===== config.mk =====
export PLATFORM = sky130hd
export DESIGN_NAME = ps2_mouse_packet_decoder
export DESIGN_NICKNAME = d
export VERILOG_FILES = /design/src/rtl/ps2md_pkg.sv /design/src/rtl/ps2_mouse_packet_decoder.sv /design/src/rtl/ps2md_cfg.sv /design/src/rtl/ps2md_decode.sv /design/src/rtl/ps2md_emit.sv
export SDC_FILE = /design/constraint.sdc
export NUM_CORES = 1
export LEC_CHECK = 0
export ABC_CLOCK_PERIOD_IN_PS = 6800
export BUFFER_PORTS_ARGS = -buffer_cell sky130_fd_sc_hd__buf_2
export CORE_MARGIN = 3
export CORE_UTILIZATION = 61
export DETAILED_ROUTE_END_ITERATION = 10
export HOLD_SLACK_MARGIN = 0.05
export PLACE_DENSITY = 0.77
export SYNTH_ARGS = -nofsm -noshare
export SYNTH_HDL_FRONTEND = slang
export SYNTH_SLANG_ARGS = --single-unit

===== constraint.sdc =====
create_clock -name clk -period 6.8 [get_ports clk]
set_clock_uncertainty 0.2 [all_clocks]
set_input_delay 1.36 -clock clk [delete_from_list [all_inputs] [get_ports clk]]
set_output_delay 1.36 -clock clk [all_outputs]
set_load 0.01 [all_outputs]

===== src/rtl/ps2md_pkg.sv =====
// ----------------------------------------------------------------------------
// ps2md_pkg
// Shared types and constants for the PS/2 mouse packet decoder.
// ----------------------------------------------------------------------------
`default_nettype none

package ps2md_pkg;

    localparam int DEFAULT_COORD_WIDTH = 12;

    // configuration port
    localparam int CFG_DATA_WIDTH  = 13;
    localparam int CFG_INDEX_WIDTH = 2;

    localparam logic [CFG_INDEX_WIDTH-1:0] REG_WHEEL_ENABLED = 2'd0;
    localparam logic [CFG_INDEX_WIDTH-1:0] REG_SCREEN_WIDTH  = 2'd1;
    localparam logic [CFG_INDEX_WIDTH-1:0] REG_SCREEN_HEIGHT = 2'd2;

    localparam logic [CFG_DATA_WIDTH-1:0] SCREEN_WIDTH_RESET  = 13'd1024;
    localparam logic [CFG_DATA_WIDTH-1:0] SCREEN_HEIGHT_RESET = 13'd768;

    // bits of the first packet byte
    localparam int SYNC_BIT  = 3;
    localparam int XSIGN_BIT = 4;
    localparam int YSIGN_BIT = 5;

    // packet phases
    localparam logic [1:0] PHASE_FIRST = 2'd0;
    localparam logic [1:0] PHASE_DY    = 2'd2;
    localparam logic [1:0] PHASE_WHEEL = 2'd3;

    // event kinds
    localparam logic KIND_MOVE  = 1'b0;
    localparam logic KIND_CLICK = 1'b1;

    // button codes
    localparam logic [2:0] CODE_MOVE       = 3'd0;
    localparam logic [2:0] CODE_LEFT       = 3'd1;
    localparam logic [2:0] CODE_RIGHT      = 3'd2;
    localparam logic [2:0] CODE_WHEEL_UP   = 3'd4;
    localparam logic [2:0] CODE_WHEEL_DOWN = 3'd5;

    // events of one packet; mask bit order is emit order:
    // wheel, move, left, right
    typedef struct packed {
        logic [3:0] mask;
        logic       wheel_down;
        logic       left_pressed;
        logic       right_pressed;
    } evt_grp_t;

endpackage

`default_nettype wire


===== src/rtl/ps2_mouse_packet_decoder.sv =====
// ----------------------------------------------------------------------------
// ps2_mouse_packet_decoder
// PS/2 mouse byte stream to pointer position and button/wheel events.
// ----------------------------------------------------------------------------
// Each input byte is decoded in the cycle it is taken; the byte that closes a
// packet loads its events (wheel, move, left, right, in that order, zero to
// four of them) into a result register, which sends one event per output
// transfer and flags the final one with last. A byte that yields no event does
// not hold the input off. A packet that yields n events holds the input off
// until its last event transfers; the next byte may be taken in the same cycle
// as that last transfer. Recenter moves the pointer to half the screen size
// without emitting an event. Configuration writes apply from the next cycle and
// are meant for idle time.
// ----------------------------------------------------------------------------
`default_nettype none

module ps2_mouse_packet_decoder #(
    parameter int COORD_WIDTH = ps2md_pkg::DEFAULT_COORD_WIDTH
) (
    input  wire logic                                  clk,
    input  wire logic                                  rst_n,
    input  wire logic                                  cfg_we,
    input  wire logic [ps2md_pkg::CFG_INDEX_WIDTH-1:0] cfg_index,
    input  wire logic [ps2md_pkg::CFG_DATA_WIDTH-1:0]  cfg_data,
    input  wire logic                                  in_valid,
    output logic                                       in_stall,
    input  wire logic                                  action,
    input  wire logic [7:0]                            data_byte,
    output logic                                       out_valid,
    input  wire logic                                  out_stall,
    output logic                                       event_kind,
    output logic [COORD_WIDTH-1:0]                     cursor_x,
    output logic [COORD_WIDTH-1:0]                     cursor_y,
    output logic [2:0]                                 button_code,
    output logic                                       pressed,
    output logic                                       last
);
    import ps2md_pkg::*;

    logic                   wheel_enabled;
    logic [COORD_WIDTH:0]   eff_width;
    logic [COORD_WIDTH:0]   eff_height;
    logic                   free;
    logic                   take;
    logic                   grp_load;
    evt_grp_t               grp;
    logic [COORD_WIDTH-1:0] grp_x, grp_y;

    assign in_stall = !free;
    assign take     = in_valid && free;

    ps2md_cfg #(
        .COORD_WIDTH (COORD_WIDTH)
    ) u_cfg (
        .clk           (clk),
        .rst_n         (rst_n),
        .cfg_we        (cfg_we),
        .cfg_index     (cfg_index),
        .cfg_data      (cfg_data),
        .wheel_enabled (wheel_enabled),
        .eff_width     (eff_width),
        .eff_height    (eff_height)
    );

    ps2md_decode #(
        .COORD_WIDTH (COORD_WIDTH)
    ) u_decode (
        .clk           (clk),
        .rst_n         (rst_n),
        .take          (take),
        .action        (action),
        .data_byte     (data_byte),
        .wheel_enabled (wheel_enabled),
        .eff_width     (eff_width),
        .eff_height    (eff_height),
        .grp_load      (grp_load),
        .grp           (grp),
        .grp_x         (grp_x),
        .grp_y         (grp_y)
    );

    ps2md_emit #(
        .COORD_WIDTH (COORD_WIDTH)
    ) u_emit (
        .clk         (clk),
        .rst_n       (rst_n),
        .grp_load    (grp_load),
        .grp         (grp),
        .grp_x       (grp_x),
        .grp_y       (grp_y),
        .free        (free),
        .out_valid   (out_valid),
        .out_stall   (out_stall),
        .event_kind  (event_kind),
        .cursor_x    (cursor_x),
        .cursor_y    (cursor_y),
        .button_code (button_code),
        .pressed     (pressed),
        .last        (last)
    );

endmodule

`default_nettype wire


===== src/rtl/ps2md_cfg.sv =====
// ----------------------------------------------------------------------------
// ps2md_cfg
// Configuration registers and effective screen size limits.
// ----------------------------------------------------------------------------
`default_nettype none

module ps2md_cfg #(
    parameter int COORD_WIDTH = ps2md_pkg::DEFAULT_COORD_WIDTH
) (
    input  wire logic                                 clk,
    input  wire logic                                 rst_n,
    input  wire logic                                 cfg_we,
    input  wire logic [ps2md_pkg::CFG_INDEX_WIDTH-1:0] cfg_index,
    input  wire logic [ps2md_pkg::CFG_DATA_WIDTH-1:0]  cfg_data,
    output logic                                      wheel_enabled,
    output logic [COORD_WIDTH:0]                      eff_width,
    output logic [COORD_WIDTH:0]                      eff_height
);
    import ps2md_pkg::*;

    localparam logic [31:0] SIZE_LIM = 32'(1) << COORD_WIDTH;

    logic                      wheel_reg;
    logic [CFG_DATA_WIDTH-1:0] width_reg;
    logic [CFG_DATA_WIDTH-1:0] height_reg;
    logic [31:0]               width_ext;
    logic [31:0]               height_ext;

    always_ff @(posedge clk or negedge rst_n)
    begin
        if (!rst_n)
        begin
            wheel_reg  <= 1'b0;
            width_reg  <= SCREEN_WIDTH_RESET;
            height_reg <= SCREEN_HEIGHT_RESET;
        end
        else if (cfg_we)
        begin
            unique case (cfg_index)
                REG_WHEEL_ENABLED: wheel_reg  <= cfg_data[0];
                REG_SCREEN_WIDTH:  width_reg  <= cfg_data;
                REG_SCREEN_HEIGHT: height_reg <= cfg_data;
                default:           ;
            endcase
        end
    end

    // zero acts as one, oversize acts as the full coordinate range
    always_comb
    begin
        width_ext  = 32'(width_reg);
        height_ext = 32'(height_reg);

        if (width_ext == 32'd0)
            eff_width = (COORD_WIDTH+1)'(1);
        else if (width_ext > SIZE_LIM)
            eff_width = SIZE_LIM[COORD_WIDTH:0];
        else
            eff_width = width_ext[COORD_WIDTH:0];

        if (height_ext == 32'd0)
            eff_height = (COORD_WIDTH+1)'(1);
        else if (height_ext > SIZE_LIM)
            eff_height = SIZE_LIM[COORD_WIDTH:0];
        else
            eff_height = height_ext[COORD_WIDTH:0];
    end

    assign wheel_enabled = wheel_reg;

endmodule

`default_nettype wire


===== src/rtl/ps2md_decode.sv =====
// ----------------------------------------------------------------------------
// ps2md_decode
// Packet assembly, pointer update and event selection for one byte.
// ----------------------------------------------------------------------------
`default_nettype none

module ps2md_decode #(
    parameter int COORD_WIDTH = ps2md_pkg::DEFAULT_COORD_WIDTH
) (
    input  wire logic                   clk,
    input  wire logic                   rst_n,
    input  wire logic                   take,
    input  wire logic                   action,
    input  wire logic [7:0]             data_byte,
    input  wire logic                   wheel_enabled,
    input  wire logic [COORD_WIDTH:0]   eff_width,
    input  wire logic [COORD_WIDTH:0]   eff_height,
    output logic                        grp_load,
    output ps2md_pkg::evt_grp_t         grp,
    output logic [COORD_WIDTH-1:0]      grp_x,
    output logic [COORD_WIDTH-1:0]      grp_y
);
    import ps2md_pkg::*;

    localparam int SW = COORD_WIDTH + 2;

    logic [1:0]             phase_reg, phase_next;
    logic [7:0]             pkt0_reg, pkt1_reg, pkt2_reg;
    logic [COORD_WIDTH-1:0] pos_x_reg, pos_x_next;
    logic [COORD_WIDTH-1:0] pos_y_reg, pos_y_next;
    logic [2:0]             prev_btn_reg, prev_btn_next;

    logic                   byte_used;
    logic                   pkt_end;
    logic [7:0]             b2;
    logic [SW-1:0]          dx_ext, dy_ext;
    logic [SW-1:0]          sum_x, sum_y;
    logic [COORD_WIDTH-1:0] clamp_x, clamp_y;
    logic                   moved;

    always_comb
    begin
        byte_used = take && !action &&
                    !(phase_reg == PHASE_FIRST && !data_byte[SYNC_BIT]);
        pkt_end   = (phase_reg == PHASE_WHEEL) ||
                    (phase_reg == PHASE_DY && !wheel_enabled);

        // packet end needs phase 2 or 3: byte 0 and 1 are already stored
        b2 = (phase_reg == PHASE_DY) ? data_byte : pkt2_reg;

        dx_ext = {{(SW-8){pkt0_reg[XSIGN_BIT]}}, pkt1_reg};
        dy_ext = {{(SW-8){pkt0_reg[YSIGN_BIT]}}, b2};
        sum_x  = {2'b00, pos_x_reg} + dx_ext;
        sum_y  = {2'b00, pos_y_reg} - dy_ext;

        if (sum_x[SW-1])
            clamp_x = '0;
        else if (sum_x[COORD_WIDTH:0] >= eff_width)
            clamp_x = COORD_WIDTH'(eff_width - (COORD_WIDTH+1)'(1));
        else
            clamp_x = sum_x[COORD_WIDTH-1:0];

        if (sum_y[SW-1])
            clamp_y = '0;
        else if (sum_y[COORD_WIDTH:0] >= eff_height)
            clamp_y = COORD_WIDTH'(eff_height - (COORD_WIDTH+1)'(1));
        else
            clamp_y = sum_y[COORD_WIDTH-1:0];

        moved = (dx_ext != '0) || (dy_ext != '0);

        grp.mask[0]       = wheel_enabled && (phase_reg == PHASE_WHEEL) &&
                            (data_byte != 8'd0);
        grp.mask[1]       = moved;
        grp.mask[2]       = pkt0_reg[0] ^ prev_btn_reg[0];
        grp.mask[3]       = pkt0_reg[1] ^ prev_btn_reg[1];
        grp.wheel_down    = data_byte[7];
        grp.left_pressed  = pkt0_reg[0];
        grp.right_pressed = pkt0_reg[1];

        phase_next    = phase_reg;
        pos_x_next    = pos_x_reg;
        pos_y_next    = pos_y_reg;
        prev_btn_next = prev_btn_reg;
        grp_load      = 1'b0;

        if (take && action)
        begin
            pos_x_next = eff_width[COORD_WIDTH:1];
            pos_y_next = eff_height[COORD_WIDTH:1];
        end
        else if (byte_used)
        begin
            if (pkt_end)
            begin
                phase_next    = PHASE_FIRST;
                pos_x_next    = clamp_x;
                pos_y_next    = clamp_y;
                prev_btn_next = pkt0_reg[2:0];
                grp_load      = (grp.mask != 4'd0);
            end
            else
            begin
                phase_next = phase_reg + 2'd1;
            end
        end

        grp_x = clamp_x;
        grp_y = clamp_y;
    end

    always_ff @(posedge clk or negedge rst_n)
    begin
        if (!rst_n)
        begin
            phase_reg    <= PHASE_FIRST;
            pos_x_reg    <= '0;
            pos_y_reg    <= '0;
            prev_btn_reg <= '0;
        end
        else
        begin
            phase_reg    <= phase_next;
            pos_x_reg    <= pos_x_next;
            pos_y_reg    <= pos_y_next;
            prev_btn_reg <= prev_btn_next;
        end
    end

    always_ff @(posedge clk)
    begin
        if (byte_used)
        begin
            unique case (phase_reg)
                2'd0:    pkt0_reg <= data_byte;
                2'd1:    pkt1_reg <= data_byte;
                2'd2:    pkt2_reg <= data_byte;
                default: ;
            endcase
        end
    end

endmodule

`default_nettype wire


===== src/rtl/ps2md_emit.sv =====
// ----------------------------------------------------------------------------
// ps2md_emit
// Result register: holds one packet's events and sends them one per transfer.
// ----------------------------------------------------------------------------
`default_nettype none

module ps2md_emit #(
    parameter int COORD_WIDTH = ps2md_pkg::DEFAULT_COORD_WIDTH
) (
    input  wire logic                   clk,
    input  wire logic                   rst_n,
    input  wire logic                   grp_load,
    input  wire ps2md_pkg::evt_grp_t    grp,
    input  wire logic [COORD_WIDTH-1:0] grp_x,
    input  wire logic [COORD_WIDTH-1:0] grp_y,
    output logic                        free,
    output logic                        out_valid,
    input  wire logic                   out_stall,
    output logic                        event_kind,
    output logic [COORD_WIDTH-1:0]      cursor_x,
    output logic [COORD_WIDTH-1:0]      cursor_y,
    output logic [2:0]                  button_code,
    output logic                        pressed,
    output logic                        last
);
    import ps2md_pkg::*;

    logic                   valid_reg;
    evt_grp_t               grp_reg;
    logic [COORD_WIDTH-1:0] x_reg, y_reg;
    logic [3:0]             rest;
    logic                   xfer;

    always_comb
    begin
        // drop the lowest pending event
        rest = grp_reg.mask & (grp_reg.mask - 4'd1);
        last = (rest == 4'd0);
        xfer = valid_reg && !out_stall;
        free = !valid_reg || (xfer && last);

        priority if (grp_reg.mask[0])
        begin
            event_kind  = KIND_CLICK;
            button_code = grp_reg.wheel_down ? CODE_WHEEL_DOWN : CODE_WHEEL_UP;
            pressed     = 1'b1;
        end
        else if (grp_reg.mask[1])
        begin
            event_kind  = KIND_MOVE;
            button_code = CODE_MOVE;
            pressed     = 1'b0;
        end
        else if (grp_reg.mask[2])
        begin
            event_kind  = KIND_CLICK;
            button_code = CODE_LEFT;
            pressed     = grp_reg.left_pressed;
        end
        else
        begin
            event_kind  = KIND_CLICK;
            button_code = CODE_RIGHT;
            pressed     = grp_reg.right_pressed;
        end
    end

    always_ff @(posedge clk or negedge rst_n)
    begin
        if (!rst_n)
            valid_reg <= 1'b0;
        else if (free)
            valid_reg <= grp_load;
    end

    always_ff @(posedge clk)
    begin
        if (free && grp_load)
        begin
            grp_reg <= grp;
            x_reg   <= grp_x;
            y_reg   <= grp_y;
        end
        else if (xfer)
        begin
            grp_reg.mask <= rest;
        end
    end

    assign out_valid = valid_reg;
    assign cursor_x  = x_reg;
    assign cursor_y  = y_reg;

endmodule

`default_nettype wire


==> impl_metrics.tcl <==
set metrics [dict create \
    power_frac_comb 0.591 \
    whs_path_depth 0 \
    grt_max_degree 57 \
    r2r_start "u_decode.phase_reg[0]" \
    rsz0062_at_grt "false" \
    synth.distinct_cells 68 \
    track_usage 0.293 \
    worst-r2r-cell-count 22 \
    cts_htree_levels 3 \
    period_share 0.864 \
    dp_worst_setup_slack_ns 0.645 \
    finalCriticalPeriod_ns 5.88 \
    critPathMaxStageDelay_ns 0.82 \
    drv_cap 0 \
    routedWlPerCell_um 19.9 \
    hold_viol_final 0 \
    p_sw_frac 0.461 \
    vias_per_cell 6.35 \
    r2r-end "u_emit.cursor_y[4]" \
    min_from "u_decode.pkt0_reg[0]" \
    timing.fmax_ghz 0.170 \
    worst_ir_drop_vdd_v 0.000302 \
    clock_latency_ns 0.36 \
    grt.overflow.total 0 \
    io_pins 61 \
    leakagePower_nw 3.30 \
    cp-end-kind "register" \
    met2_usage 0.510 \
    status "finished clean" \
    critPathMaxFanout 13 \
    async_reset_ff_frac 0.523 \
    final.setup.tns_ns 0 \
    drive_gt1_frac 0.177 \
    synthesis.nets 804 \
    clock_power_share 0.140 \
    port_buffers 60 \
    final_cells 915 \
    hpwl_mm 13.8 \
    ys_seq_area_frac 0.415 \
    coreArea_sq_um 11100 \
    seqPwrFrac 0.270 \
    avgSynthCellArea_sq_um 9.83 \
    clock_sinks 107 \
    ctsResizeCount 0 \
    tritoncts "done" \
    busiest_layer "met2" \
    die_area_sq_um 12900 \
    worstHoldPathType "register to register" \
    die_w_um 114 \
    syn_area_sq_um 7070 \
    clk_pin_slew_ns 0.07 \
    dr_total_vias 5811 \
    firstDrtPassIters 7 \
    tightestPinTransition_ns 1.19 \
    worst_ep_required_time_ns 6.69 \
    p_int_w 0.00212 \
    yosys_warnings 0 \
    gp_congestion 0.913 \
    rows 38 \
    synth_edf_count 51 \
    synthCells 720 \
    layout.nets 854 \
    grt_pass1_vias 5781 \
    cts.path.max_buffers 2 \
    cp.arrival_ns 5.76 \
    grtUsageMet3 0.0318 \
    cts_buffers 9 \
    initial_core_util 0.639 \
    area_growth_syn_to_layout_pct 10.0 \
    p_per_area_nw_per_um2 504 \
    root_buffer "clkbuf_16" \
    grt_pass1_wl_mm 29.6 \
    min_to "u_emit.grp_reg[1]" \
    crit_slowest_cell "nor2_1" \
    relSlewSlack 0.206 \
    postCtsHoldBufs 0 \
    report.final.slew_viol_count 0 \
    grt_util_met1 0.379 \
    cts_setup_buffers 0 \
    wl_mm 18.2 \
    antenna_cells 0 \
    fp.dieH_um 114 \
    power_switching_w 0.00181 \
    antenna_found_initial 0 \
    ys_seq_elements 107 \
    setup_ws_ns 0.924 \
    ys.flop_type "dfrtp_1" \
    drtIter0Drc 482 \
    dp_cells 899 \
    drc 0 \
    setup_viol 0 \
    r2r_slack_ns 1.03 \
    final_antenna_net_count 0 \
    path_class "primary input to register" \
    start_kind "primary input" \
    critical_path.cell_chain "buf_2 > mux2_2 > ha_1 > fa_1 > inv_1 > o22ai_1 > o211ai_1 > a31oi_2 > o22ai_2 > a21oi_1 > xnor2_1 > ha_1 > and3_1 > o2111a_1 > o31ai_1 > a31oi_1 > nor2_1 > a2111oi_0 > a21oi_1 > nor2_2" \
]
[routing by layer]
| metal | part of all wire | routed length, um | vias to the layer above |
|---|---|---|---|
| met4 | 0.022 | 391 | 0 |
| met3 | 0.054 | 986 | 32 |
| met1 | 0.42 | 7560 | 2834 |
| li1 | - | - | 2728 |
| met2 | 0.51 | 9240 | 217 |
| met5 | 0 | 0 | - |
[kinds of logic (layout without fill, tap and decap cells)]
kind of cell	after synthesis	after routing	share of synthesized area
AOI/OAI and AO/OA	179	179	0.168
xor gates and xnor gates	40	40	0.0506
adders and majority gates	56	56	0.101
buffers and inverters	68	123	0.0389
DFF	107	107	0.415
muxes	47	47	0.0745
and+or+nand+nor	223	223	0.152
[power groups by stage]
stage,logic [W],clock network [W],registers [W]
final,0.00232,0.000548,0.00106
after global routing,0.00257,0.000577,0.00107
after CTS,0.00229,0.000551,0.00105
after detailed placement,0.00228,0,0.00107
after global placement,0.00220,0,0.00106
after floorplan,0.00177,0,0.00100
[cells in the final DEF (no fill, tap or decap), types with 13 or more instances in the layout]
cell and instances:
a21o_1 13, a21oi_1 54, a22oi_1 14, buf_2 60, dfrtp_1 53, edfxtp_1 51
ha_1 53, inv_1 39, mux2_2 29, mux2i_1 15, nand2_1 58, nand3_1 14
nor2_1 65, nor3_1 20, o21ai_0 28, o31ai_1 21, xnor2_1 32
[synth_stat cells, drive strengths merged, types with 9 or more instances]
library cell   n  area [sq um]
xnor2         33           297
nand2         58           218
nor2b          9          56.3
buf           11          61.3
mux2i         18           200
mux2          29           327
o21ai         33           165
clkbuf        17          63.8
nor4          13          93.8
ha            53           663
nor2          70           275
a21o          13          97.6
dfrtp         53          1330
edfxtp        51          1530
a21oi         55           287
nand3         15          80.1
nor3          20           100
inv           39           146
o31ai         21           158
a22oi         14           105
[critical path: cells and delay by family]
kind / cells / cell delay (ns)
mux: 1 / 0.30
compound gates: 10 / 1.78
simple gates: 3 / 1.03
xor+xnor: 1 / 0.14
buf+inv: 2 / 0.22
fa+ha+maj: 3 / 0.93
[metrics by stage]
stage	util	hold slack [ns]	cell area (sq um)	power, W
2_1_floorplan	-	0.256	7070	0.00277
3_3_place_gp	0.675	0.280	7480	0.00326
5_1_grt	0.703	0.321	7780	0.00422
3_5_place_dp	0.675	0.286	7480	0.00334
6_report	0.703	0.302	7780	0.00392
4_1_cts	0.703	0.303	7780	0.00390
[cell type report]
cell class / count / area [sq um]
multi-input combinational: 545 / 3860
fill: 891 / 3290
sequential: 107 / 2940
timing repair buffer: 67 / 353
clock buffer: 13 / 283
tap: 140 / 175
inverter: 40 / 150
clock inverter: 3 / 23.8
[how the worst max path moves through the flow]
stage,slack [ns],end,from
5_1_grt,0.59,u_emit.cursor_y[4],data_byte[0]
3_3_place_gp,0.77,u_emit.cursor_y[4],data_byte[0]
4_1_cts,1.02,u_emit.cursor_y[4],data_byte[0]
2_1_floorplan,1.40,u_emit.cursor_y[2],data_byte[0]
6_report,0.92,u_emit.cursor_y[4],data_byte[0]
3_5_place_dp,0.65,u_emit.cursor_y[4],data_byte[0]
(Power assumes the default switching activity.)
